$ cat config.mk
export PLATFORM = sky130hd
export DESIGN_NAME = dual_biquad_notch_filter_top_flat
export DESIGN_NICKNAME = d
export VERILOG_FILES = /design/src/hw/rtl/dbn_pkg.sv /design/src/hw/rtl/dbn_in_if.sv /design/src/hw/rtl/dbn_out_if.sv /design/src/hw/rtl/dbn_cfg_if.sv /design/src/hw/rtl/dbn_ctrl.sv /design/src/hw/rtl/dbn_datapath.sv /design/src/hw/rtl/dual_biquad_notch_filter_top.sv /design/src/flat_wrapper.sv
export SDC_FILE = /design/constraint.sdc
export NUM_CORES = 2
export LEC_CHECK = 0
export BUFFER_PORTS_ARGS = -buffer_cell sky130_fd_sc_hd__buf_2
export CAP_MARGIN = 10
export CORE_ASPECT_RATIO = 1.1
export CORE_MARGIN = 2
export CORE_UTILIZATION = 46
export CTS_CLUSTER_DIAMETER = 100
export CTS_CLUSTER_SIZE = 24
export DETAILED_ROUTE_END_ITERATION = 8
export PLACE_DENSITY = 0.74
export SLEW_MARGIN = 20
export SYNTH_ARGS = -nofsm -noshare
export SYNTH_HDL_FRONTEND = slang
export SYNTH_SLANG_ARGS = --single-unit
$ cat constraint.sdc
create_clock -name clk -period 10 [get_ports clk]
set_clock_uncertainty 0.05 [all_clocks]
set_input_delay 0.5 -clock clk [delete_from_list [all_inputs] [get_ports clk]]
set_output_delay 0.5 -clock clk [all_outputs]
set_load 0.005 [all_outputs]
$ cat src/hw/rtl/dbn_pkg.sv
`timescale 1ns / 1ps
`default_nettype none

package dbn_pkg;

	// Word widths
	localparam int SAMPLE_BITS    = 24;
	localparam int COEF_FRAC_BITS = 30;
	localparam int STATE_BITS     = 32;

	// Coefficients span (-2, 2): two integer bits above the fraction
	localparam int COEF_BITS  = COEF_FRAC_BITS + 2;
	localparam int PROD_BITS  = COEF_BITS + STATE_BITS;
	// headroom for a sum of three terms
	localparam int ACC_BITS   = PROD_BITS + 2;
	localparam int RND_BITS   = ACC_BITS - COEF_FRAC_BITS;

	localparam int TAPS           = 5;
	localparam int SECTIONS       = 2;
	localparam int TABLES         = 4;
	localparam int ROM_IDX_BITS   = $clog2(SECTIONS * TAPS);
	localparam int TABLE_IDX_BITS = $clog2(TABLES);

	typedef logic signed [COEF_BITS-1:0]  coef_t;
	typedef logic signed [STATE_BITS-1:0] state_t;

	// Configuration register indexes
	typedef enum logic [0:0] {
		CFG_NOTCH_SIXTY = 1'b0,
		CFG_RATE_SELECT = 1'b1
	} cfg_reg_t;

	// Coefficient order inside one section
	typedef enum logic [2:0] {
		TAP_B0,
		TAP_B1,
		TAP_B2,
		TAP_A1,
		TAP_A2
	} tap_t;

	// Controller states
	typedef enum logic [3:0] {
		ST_IDLE,
		ST_LOAD,
		ST_SUB_A2,
		ST_SUB_END,
		ST_W,
		ST_B0,
		ST_B1,
		ST_B2,
		ST_B_END,
		ST_Y,
		ST_OUT
	} ctrl_state_t;

	// Datapath operations
	typedef enum logic [3:0] {
		OP_NONE,
		OP_START,    // latch sample, clear clip flag
		OP_LOAD,     // acc <= x << frac ; prod <= a1*w1
		OP_SUB_A2,   // acc -= prod ; prod <= a2*w2
		OP_SUB_END,  // acc -= prod
		OP_W,        // w <= sat(round(acc))
		OP_B0,       // prod <= b0*w
		OP_B1,       // acc <= prod ; prod <= b1*w1
		OP_B2,       // acc += prod ; prod <= b2*w2
		OP_B_END,    // acc += prod
		OP_Y,        // x <= sat(round(acc)), shift delay pair
		OP_OUT       // result register <= sat to sample width
	} dp_op_t;

	typedef struct packed {
		dp_op_t op;
		logic   sect;
	} dp_cmd_t;

	localparam logic [ACC_BITS-1:0] RND_HALF = ACC_BITS'(1) << (COEF_FRAC_BITS - 1);

	localparam longint DEN = 64'sd100000000;
	localparam longint ONE = longint'(1) << COEF_FRAC_BITS;

	// 8-decimal constant to fixed point, rounded half away from zero
	function automatic coef_t coef_of(input longint num);
		longint mag;
		longint q;
		mag = (num < 0) ? -num : num;
		q = (mag * ONE + DEN / 2) / DEN;
		return coef_t'((num < 0) ? -q : q);
	endfunction

	// Row = {rate_select, notch_sixty_hz}; per section b0, b1, b2, a1, a2
	localparam coef_t COEF_ROM [TABLES][SECTIONS*TAPS] = '{
		'{coef_of(96508099), coef_of(-156202714), coef_of(96508099),
		  coef_of(-156858163), coef_of(96424138),
		  coef_of(100000000), coef_of(-161854514), coef_of(100000000),
		  coef_of(-161100358), coef_of(96592171)},
		'{coef_of(96508099), coef_of(-140747202), coef_of(96508099),
		  coef_of(-140810535), coef_of(96443153),
		  coef_of(100000000), coef_of(-145839783), coef_of(100000000),
		  coef_of(-145687509), coef_of(96573127)},
		'{coef_of(97948276), coef_of(-60535364), coef_of(97948276),
		  coef_of(-60535364), coef_of(95896552),
		  coef_of(100000000), coef_of(-61881558), coef_of(100000000),
		  coef_of(-66243374), coef_of(93214913)},
		'{coef_of(93137886), coef_of(-11711144), coef_of(93137886),
		  coef_of(-5269865), coef_of(93123336),
		  coef_of(100000000), coef_of(-12573985), coef_of(100000000),
		  coef_of(-18985625), coef_of(93153034)}
	};

endpackage

`default_nettype wire

$ cat src/hw/rtl/dbn_in_if.sv
`timescale 1ns / 1ps
`default_nettype none

interface dbn_in_if import dbn_pkg::*; ();
	logic                          valid;
	logic                          ready;
	logic signed [SAMPLE_BITS-1:0] sample_in;

	modport source (output valid, output sample_in, input ready);
	modport sink (input valid, input sample_in, output ready);
endinterface

`default_nettype wire

$ cat src/hw/rtl/dbn_out_if.sv
`timescale 1ns / 1ps
`default_nettype none

interface dbn_out_if import dbn_pkg::*; ();
	logic                          valid;
	logic                          ready;
	logic signed [SAMPLE_BITS-1:0] sample_out;
	logic                          clipped;

	modport source (output valid, output sample_out, output clipped, input ready);
	modport sink (input valid, input sample_out, input clipped, output ready);
endinterface

`default_nettype wire

$ cat src/hw/rtl/dbn_cfg_if.sv
`timescale 1ns / 1ps
`default_nettype none

interface dbn_cfg_if import dbn_pkg::*; ();
	logic     valid;
	logic     ready;
	cfg_reg_t index;
	logic     data;

	modport source (output valid, output index, output data, input ready);
	modport sink (input valid, input index, input data, output ready);
endinterface

`default_nettype wire

$ cat src/hw/rtl/dbn_ctrl.sv
`timescale 1ns / 1ps
`default_nettype none

module dbn_ctrl import dbn_pkg::*; (
	input  logic    clk,
	input  logic    arst_n,
	input  logic    in_valid,
	output logic    in_ready,
	output logic    out_valid,
	input  logic    out_ready,
	output dp_cmd_t cmd
);

	ctrl_state_t state_q;
	ctrl_state_t state_d;
	logic        sect_q;
	logic        out_full_q;
	logic        out_load;

	// result register free, or being drained this cycle
	assign out_load  = !out_full_q || out_ready;
	assign out_valid = out_full_q;

	always_comb begin
		state_d = state_q;
		unique case (state_q)
			ST_IDLE:    if (in_valid) state_d = ST_LOAD;
			ST_LOAD:    state_d = ST_SUB_A2;
			ST_SUB_A2:  state_d = ST_SUB_END;
			ST_SUB_END: state_d = ST_W;
			ST_W:       state_d = ST_B0;
			ST_B0:      state_d = ST_B1;
			ST_B1:      state_d = ST_B2;
			ST_B2:      state_d = ST_B_END;
			ST_B_END:   state_d = ST_Y;
			ST_Y:       state_d = sect_q ? ST_OUT : ST_LOAD;
			ST_OUT:     if (out_load) state_d = ST_IDLE;
			default:    state_d = ST_IDLE;
		endcase
	end

	always_comb begin
		in_ready = 1'b0;
		cmd.sect = sect_q;
		cmd.op   = OP_NONE;
		unique case (state_q)
			ST_IDLE: begin
				in_ready = 1'b1;
				cmd.op   = in_valid ? OP_START : OP_NONE;
			end
			ST_LOAD:    cmd.op = OP_LOAD;
			ST_SUB_A2:  cmd.op = OP_SUB_A2;
			ST_SUB_END: cmd.op = OP_SUB_END;
			ST_W:       cmd.op = OP_W;
			ST_B0:      cmd.op = OP_B0;
			ST_B1:      cmd.op = OP_B1;
			ST_B2:      cmd.op = OP_B2;
			ST_B_END:   cmd.op = OP_B_END;
			ST_Y:       cmd.op = OP_Y;
			ST_OUT:     cmd.op = out_load ? OP_OUT : OP_NONE;
			default:    cmd.op = OP_NONE;
		endcase
	end

	always_ff @(posedge clk or negedge arst_n) begin
		if (!arst_n) begin
			state_q    <= ST_IDLE;
			sect_q     <= 1'b0;
			out_full_q <= 1'b0;
		end else begin
			state_q <= state_d;
			if (state_q == ST_Y) begin
				sect_q <= !sect_q;
			end
			if (state_q == ST_OUT && out_load) begin
				out_full_q <= 1'b1;
			end else if (out_ready) begin
				out_full_q <= 1'b0;
			end
		end
	end

	// an accepted sample always starts on the first section
	a_start_first_sect: assert property (@(posedge clk) disable iff (!arst_n)
		(in_valid && in_ready) |=> (state_q == ST_LOAD && !sect_q))
		else $error("sample did not start on first section");

	// the second section's output always goes to the result stage
	a_second_to_out: assert property (@(posedge clk) disable iff (!arst_n)
		(state_q == ST_Y && sect_q) |=> (state_q == ST_OUT))
		else $error("second section did not end in result stage");

	// a result appears only after the result stage loaded it
	a_valid_from_out: assert property (@(posedge clk) disable iff (!arst_n)
		$rose(out_full_q) |-> ($past(state_q) == ST_OUT))
		else $error("result valid without load");

endmodule

`default_nettype wire

$ cat src/hw/rtl/dbn_datapath.sv
`timescale 1ns / 1ps
`default_nettype none

module dbn_datapath import dbn_pkg::*; (
	input  logic                          clk,
	input  logic                          arst_n,
	input  dp_cmd_t                       cmd,
	input  logic signed [SAMPLE_BITS-1:0] sample_in,
	input  logic                          cfg_we,
	input  cfg_reg_t                      cfg_index,
	input  logic                          cfg_data,
	output logic signed [SAMPLE_BITS-1:0] sample_out,
	output logic                          clipped
);

	localparam state_t STATE_MAX = {1'b0, {(STATE_BITS-1){1'b1}}};
	localparam state_t STATE_MIN = {1'b1, {(STATE_BITS-1){1'b0}}};
	localparam logic signed [SAMPLE_BITS-1:0] SAMPLE_MAX = {1'b0, {(SAMPLE_BITS-1){1'b1}}};
	localparam logic signed [SAMPLE_BITS-1:0] SAMPLE_MIN = {1'b1, {(SAMPLE_BITS-1){1'b0}}};

	logic notch_q;
	logic rate_q;

	state_t sec0_d1_q, sec0_d2_q, sec1_d1_q, sec1_d2_q;
	state_t x_q, w_q;
	logic signed [PROD_BITS-1:0] prod_q;
	logic signed [ACC_BITS-1:0]  acc_q;
	logic                        clip_q;
	logic signed [SAMPLE_BITS-1:0] sample_out_q;
	logic                          clipped_q;

	state_t                      d1, d2, mul_b;
	tap_t                        tap;
	logic [ROM_IDX_BITS-1:0]     rom_idx;
	logic [TABLE_IDX_BITS-1:0]   tbl_idx;
	coef_t                       coef;
	logic signed [PROD_BITS-1:0] product;
	logic signed [ACC_BITS-1:0]  prod_ext, x_ext, acc_rnd;
	logic signed [RND_BITS-1:0]  rnd_val;
	logic                        state_ovf;
	state_t                      state_sat;
	logic                        sample_ovf;
	logic signed [SAMPLE_BITS-1:0] sample_sat;

	assign d1 = cmd.sect ? sec1_d1_q : sec0_d1_q;
	assign d2 = cmd.sect ? sec1_d2_q : sec0_d2_q;

	always_comb begin
		unique case (cmd.op)
			OP_LOAD: begin
				tap   = TAP_A1;
				mul_b = d1;
			end
			OP_SUB_A2: begin
				tap   = TAP_A2;
				mul_b = d2;
			end
			OP_B1: begin
				tap   = TAP_B1;
				mul_b = d1;
			end
			OP_B2: begin
				tap   = TAP_B2;
				mul_b = d2;
			end
			default: begin
				tap   = TAP_B0;
				mul_b = w_q;
			end
		endcase
	end

	assign tbl_idx = {rate_q, notch_q};
	assign rom_idx = cmd.sect ? ROM_IDX_BITS'(TAPS) + ROM_IDX_BITS'(tap)
	                          : ROM_IDX_BITS'(tap);
	assign coef    = COEF_ROM[tbl_idx][rom_idx];
	assign product = PROD_BITS'(coef) * PROD_BITS'(mul_b);

	assign prod_ext = ACC_BITS'(prod_q);
	assign x_ext    = ACC_BITS'(x_q) <<< COEF_FRAC_BITS;

	// round half up, drop fraction, clamp to state width
	assign acc_rnd   = acc_q + $signed(RND_HALF);
	assign rnd_val   = $signed(acc_rnd[ACC_BITS-1:COEF_FRAC_BITS]);
	assign state_ovf = !((&rnd_val[RND_BITS-1:STATE_BITS-1]) ||
	                     !(|rnd_val[RND_BITS-1:STATE_BITS-1]));
	assign state_sat = state_ovf ? (rnd_val[RND_BITS-1] ? STATE_MIN : STATE_MAX)
	                             : rnd_val[STATE_BITS-1:0];

	assign sample_ovf = !((&x_q[STATE_BITS-1:SAMPLE_BITS-1]) ||
	                      !(|x_q[STATE_BITS-1:SAMPLE_BITS-1]));
	assign sample_sat = sample_ovf ? (x_q[STATE_BITS-1] ? SAMPLE_MIN : SAMPLE_MAX)
	                               : x_q[SAMPLE_BITS-1:0];

	// config and delay state
	always_ff @(posedge clk or negedge arst_n) begin
		if (!arst_n) begin
			notch_q   <= 1'b0;
			rate_q    <= 1'b0;
			sec0_d1_q <= '0;
			sec0_d2_q <= '0;
			sec1_d1_q <= '0;
			sec1_d2_q <= '0;
		end else if (cfg_we) begin
			unique case (cfg_index)
				CFG_NOTCH_SIXTY: notch_q <= cfg_data;
				CFG_RATE_SELECT: rate_q  <= cfg_data;
				default:         notch_q <= notch_q;
			endcase
			sec0_d1_q <= '0;
			sec0_d2_q <= '0;
			sec1_d1_q <= '0;
			sec1_d2_q <= '0;
		end else if (cmd.op == OP_Y) begin
			if (cmd.sect) begin
				sec1_d2_q <= sec1_d1_q;
				sec1_d1_q <= w_q;
			end else begin
				sec0_d2_q <= sec0_d1_q;
				sec0_d1_q <= w_q;
			end
		end
	end

	// arithmetic registers
	always_ff @(posedge clk) begin
		unique case (cmd.op)
			OP_START: begin
				x_q    <= STATE_BITS'(sample_in);
				clip_q <= 1'b0;
			end
			OP_LOAD: begin
				acc_q  <= x_ext;
				prod_q <= product;
			end
			OP_SUB_A2: begin
				acc_q  <= acc_q - prod_ext;
				prod_q <= product;
			end
			OP_SUB_END: acc_q <= acc_q - prod_ext;
			OP_W: begin
				w_q    <= state_sat;
				clip_q <= clip_q | state_ovf;
			end
			OP_B0: prod_q <= product;
			OP_B1: begin
				acc_q  <= prod_ext;
				prod_q <= product;
			end
			OP_B2: begin
				acc_q  <= acc_q + prod_ext;
				prod_q <= product;
			end
			OP_B_END: acc_q <= acc_q + prod_ext;
			OP_Y: begin
				x_q    <= state_sat;
				clip_q <= clip_q | state_ovf;
			end
			OP_OUT: begin
				sample_out_q <= sample_sat;
				clipped_q    <= clip_q | sample_ovf;
			end
			default: acc_q <= acc_q;
		endcase
	end

	assign sample_out = sample_out_q;
	assign clipped    = clipped_q;

endmodule

`default_nettype wire

$ cat src/hw/rtl/dual_biquad_notch_filter_top.sv
// A new sample word is taken only in the idle state, once the previous one
// has been loaded into the result register. Each section runs on the
//   single shared multiplier (five products, two accumulate drains, two
//   round/saturate steps); two sections, plus the accept and result-load steps.
// The result register lets the next sample start while a result waits.
// Reset (arst_n low, asynchronous): idle, 50 Hz / 500 Hz table, delays zero.
`timescale 1ns / 1ps
`default_nettype none

module dual_biquad_notch_filter_top import dbn_pkg::*; (
	input logic       clk,
	input logic       arst_n,
	dbn_in_if.sink    sample_ch,
	dbn_out_if.source result_ch,
	dbn_cfg_if.sink   cfg
);

	dp_cmd_t cmd;
	logic    cfg_we;

	// Config words are taken at once; a write selects the table and
	// clears both sections' delay pairs.
	assign cfg.ready = 1'b1;
	assign cfg_we    = cfg.valid;

	// Sequencer: walks each section through
	// w = x - a1*w1 - a2*w2, then y = b0*w + b1*w1 + b2*w2.
	dbn_ctrl u_ctrl (
		.clk       (clk),
		.arst_n    (arst_n),
		.in_valid  (sample_ch.valid),
		.in_ready  (sample_ch.ready),
		.out_valid (result_ch.valid),
		.out_ready (result_ch.ready),
		.cmd       (cmd)
	);

	// Shared multiplier, wide accumulator, coefficient ROM, delay pairs
	// and the result register.
	dbn_datapath u_datapath (
		.clk        (clk),
		.arst_n     (arst_n),
		.cmd        (cmd),
		.sample_in  (sample_ch.sample_in),
		.cfg_we     (cfg_we),
		.cfg_index  (cfg.index),
		.cfg_data   (cfg.data),
		.sample_out (result_ch.sample_out),
		.clipped    (result_ch.clipped)
	);

endmodule

`default_nettype wire

$ cat src/flat_wrapper.sv
// flat-port wrapper written by rule: the top's interface ports become plain ports
module dual_biquad_notch_filter_top_flat import dbn_pkg::*;
  (clk, arst_n, sample_ch_valid, sample_ch_sample_in, sample_ch_ready, result_ch_valid, result_ch_sample_out, result_ch_clipped, result_ch_ready, cfg_valid, cfg_index, cfg_data, cfg_ready);
  dbn_in_if sample_ch_i ();
  dbn_out_if result_ch_i ();
  dbn_cfg_if cfg_i ();
  input logic clk;
  input logic arst_n;
  input wire logic [$bits(sample_ch_i.valid)-1:0] sample_ch_valid;
  input wire logic [$bits(sample_ch_i.sample_in)-1:0] sample_ch_sample_in;
  output wire logic [$bits(sample_ch_i.ready)-1:0] sample_ch_ready;
  output wire logic [$bits(result_ch_i.valid)-1:0] result_ch_valid;
  output wire logic [$bits(result_ch_i.sample_out)-1:0] result_ch_sample_out;
  output wire logic [$bits(result_ch_i.clipped)-1:0] result_ch_clipped;
  input wire logic [$bits(result_ch_i.ready)-1:0] result_ch_ready;
  input wire logic [$bits(cfg_i.valid)-1:0] cfg_valid;
  input wire logic [$bits(cfg_i.index)-1:0] cfg_index;
  input wire logic [$bits(cfg_i.data)-1:0] cfg_data;
  output wire logic [$bits(cfg_i.ready)-1:0] cfg_ready;
  assign sample_ch_i.valid = sample_ch_valid;
  assign sample_ch_i.sample_in = sample_ch_sample_in;
  assign sample_ch_ready = sample_ch_i.ready;
  assign result_ch_valid = result_ch_i.valid;
  assign result_ch_sample_out = result_ch_i.sample_out;
  assign result_ch_clipped = result_ch_i.clipped;
  assign result_ch_i.ready = result_ch_ready;
  assign cfg_i.valid = cfg_valid;
  assign cfg_i.index = cfg_index;
  assign cfg_i.data = cfg_data;
  assign cfg_ready = cfg_i.ready;
  dual_biquad_notch_filter_top u_core (.clk(clk), .arst_n(arst_n), .sample_ch(sample_ch_i), .result_ch(result_ch_i), .cfg(cfg_i));
endmodule
==> flow_metrics.tcl <==
set metrics [dict create \
    ys.flop_type "edfxtp_1" \
    final_common_cell "fa_1" \
    place_ws_ns -0.237 \
    numCtsBuffers 20 \
    gp_congestion 1.02 \
    route.detailed.drc 0 \
    final.period_utilization 0.983 \
    cts_sinks 356 \
    routed_wl_mm 207 \
    utilization 0.531 \
    core_area_mm2 0.125 \
    arrival_ns 10.09 \
    antenna_found_initial 10 \
    placed_area_mm2 0.0641 \
    yosysSeqAreaShare 0.174 \
    critPathLaunchType "flip-flop" \
    ant_nets 0 \
    syn_to_final_growth_pct 14.9 \
    cts_buffer_depth 3 \
    cts_tree "yes" \
    drt-initial-drc-count 4463 \
    pin_count 59 \
    fin_area_mm2 0.0662 \
    hpwl_mm 168 \
    timing.rr.start "u_core.u_ctrl.state_q[2]" \
    cp-endpoint "u_core.u_datapath.prod_q[57]" \
    tightest_slew_ns 1.25 \
    grt_pass1_vias 49900 \
    gr-usage-all-layers 0.321 \
    layout-drive-gt1-share 0.161 \
    fin_crit_ns 9.83 \
    vias_per_cell 5.82 \
    clk_latency_ns 0.58 \
    hold_viol 0 \
    end_kind "flip-flop" \
    cp_common_cell "buf_4" \
    maxCapViolations 0 \
    r2r_slack_ns 0.17 \
    yosysWarnings 0 \
    clk_pin_slew_ns 0.10 \
    timing.rr.end "u_core.u_datapath.prod_q[57]" \
    start_util 0.462 \
    dieArea_mm2 0.128 \
    cts.root.buffer_cell "clkbuf_16" \
    drv_slew 0 \
    critPathKind "flip-flop to flip-flop" \
    cp.required_ns 10.26 \
    synth_area_mm2 0.0576 \
    grt_pass1_wl_mm 308 \
    ys_async_sr_fraction 0.382 \
    rows 136 \
    drt_pass1_iterations 7 \
    relSlewSlack 0.166 \
    cp_max_fo 12 \
    layout_common_cells "1044 x fa_1, 1034 x inv_1, 851 x nand2_1" \
    synth-edff-count 220 \
    grt_max_degree 89 \
    hold_class "input port to flip-flop" \
    grt-ovfl-total 0 \
    final_net_count 7995 \
    reg2regPathDepth 40 \
    cpPeakStageDelay_ns 0.65 \
    htree_levels 1 \
    die_w_um 341 \
    synth_cell_types 101 \
    die_y_um 375 \
    rsz0062_at_grt "true" \
    routedWlPerCell_um 24.9 \
    synthCells 6192 \
    via_count 48200 \
    crit_start "u_core.u_ctrl.state_q[2]" \
    io_buffers 57 \
    slowest_stage "fa_2" \
    clock.fmax_ghz 0.102 \
    fin_ws_ns 0.174 \
    finalSetupViolCount 0 \
    synth_fp_nets 7572 \
    synth.avg_cell_area_um2 9.30 \
    status "finished, final reports clean" \
    synth_seq_cells 356 \
]
-- flip-flops by register name, summed over array words and instances, names as in the netlist --
signal / count
u_core.u_datapath.sec0_d2_q: 32
u_core.u_datapath.sec0_d1_q: 32
u_core.u_ctrl.sect_q: 1
u_core.u_datapath.sec1_d2_q: 32
u_core.u_datapath.clipped: 1
u_core.u_ctrl.out_valid: 1
u_core.u_datapath.prod_q: 64
u_core.u_datapath.sample_out: 24
u_core.u_datapath.x_q: 32
u_core.u_ctrl.state_q: 4
u_core.u_datapath.clip_q: 1
u_core.u_datapath.sec1_d1_q: 32
u_core.u_datapath.w_q: 32
u_core.u_datapath.rate_q: 1
u_core.u_datapath.acc_q: 66
u_core.u_datapath.notch_q: 1
-- critical path, delay by kind of cell, from the launching register on --
family / cells / cell delay [ns]
flip-flops: 1 / 0.42
AND/OR/NAND/NOR: 6 / 0.68
adder cells (fa/ha/maj): 10 / 4.68
buffers and inverters: 12 / 1.54
multiplexers: 1 / 0.31
XOR/XNOR: 1 / 0.15
AO/OA/AOI/OAI: 10 / 1.75
-- logic make-up (layout without fill, tap and decap cells) --
group | after synthesis | in the layout | synth area share
other | 1 | 4 | 0.0000651
and+or+nand+nor | 1765 | 1765 | 0.131
xor gates and xnor gates | 230 | 230 | 0.0351
AOI/OAI and AO/OA | 1013 | 1013 | 0.116
muxes | 89 | 89 | 0.0160
adders and majority gates | 1349 | 1349 | 0.434
buffers and inverters | 1389 | 1822 | 0.0932
DFF | 356 | 356 | 0.174
-- worst min-delay path by stage --
stage                                     from                         endpoint  slack [ns]  cells after the start
6_report                              cfg_data         u_core.u_datapath.rate_q        0.16                      2
5_1_grt                               cfg_data         u_core.u_datapath.rate_q        0.17                      2
4_1_cts                               cfg_data         u_core.u_datapath.rate_q        0.14                      2
3_5_place_dp    u_core.u_datapath.sec1_d2_q[3]   u_core.u_datapath.sec1_d2_q[3]        0.44                      1
3_3_place_gp   u_core.u_datapath.sec0_d2_q[28]  u_core.u_datapath.sec0_d2_q[28]        0.44                      1
2_1_floorplan                           arst_n          u_core.u_ctrl.out_valid        0.15                      0
-- cells in the mapped netlist (all sizes together) (32+ instances only) --
| master | n | area (µm²) |
|---|---|---|
| and3 | 33 | 208 |
| ha | 266 | 3330 |
| xor2 | 106 | 928 |
| a21o | 141 | 1060 |
| xnor2 | 124 | 1090 |
| nand3 | 72 | 365 |
| a21oi | 277 | 1390 |
| dfrtp | 136 | 3400 |
| clkbuf | 265 | 1000 |
| edfxtp | 220 | 6610 |
| mux2i | 64 | 641 |
| fa | 1083 | 21700 |
| nand2b | 36 | 225 |
| nand2 | 865 | 3260 |
| nor2 | 549 | 2060 |
| inv | 1043 | 3920 |
| and2 | 55 | 348 |
| a22o | 98 | 858 |
| buf | 80 | 442 |
| o22ai | 32 | 200 |
| a22oi | 37 | 278 |
| o21ai | 215 | 1080 |
-- cell type report --
type                    instances  area [µm²]
inverters                    1044        3920
well taps                    1656        2070
repair buffers                746        6230
diodes                          3        7.51
clock buffers                  27         548
flip-flops and latches        356       10000
clock inverters                 5        60.1
fillers                     11200       58400
multi-input cells            4447       43300
-- through the flow --
| stage | std cells | TNS, ns | hold WS (ns) |
|---|---|---|---|
| 2_1_floorplan | 6192 | 0 | 0.154 |
| 3_3_place_gp | 8199 | -0.316 | 0.437 |
| 3_5_place_dp | 8199 | -1.14 | 0.444 |
| 4_1_cts | 8237 | 0 | 0.138 |
| 5_1_grt | 8281 | -0.466 | 0.170 |
| 6_report | 8284 | 0 | 0.156 |
-- per-layer routing --
metal	GRT usage	part of all wire	wire length, µm
met2	0.515	0.46	95600
met1	0.398	0.36	74100
met3	0.0675	0.10	20700
met5	0	0.00027	55
met4	0.199	0.078	16100
-- timing repair --
action | 4_1_cts | 5_1_grt
endpoints found under the setup margin | 20 | 31
setup buffers | 5 | 44
endpoints found under the hold margin | 82 | 0
pin swaps | 8 | 117
resized for setup | 24 | 225
hold buffers | 1 | 0
cloned | 0 | 1
Power is left out: the tool's default activity adds up to more than one toggle a clock period on the data nets, which glitch-free logic cannot reach.
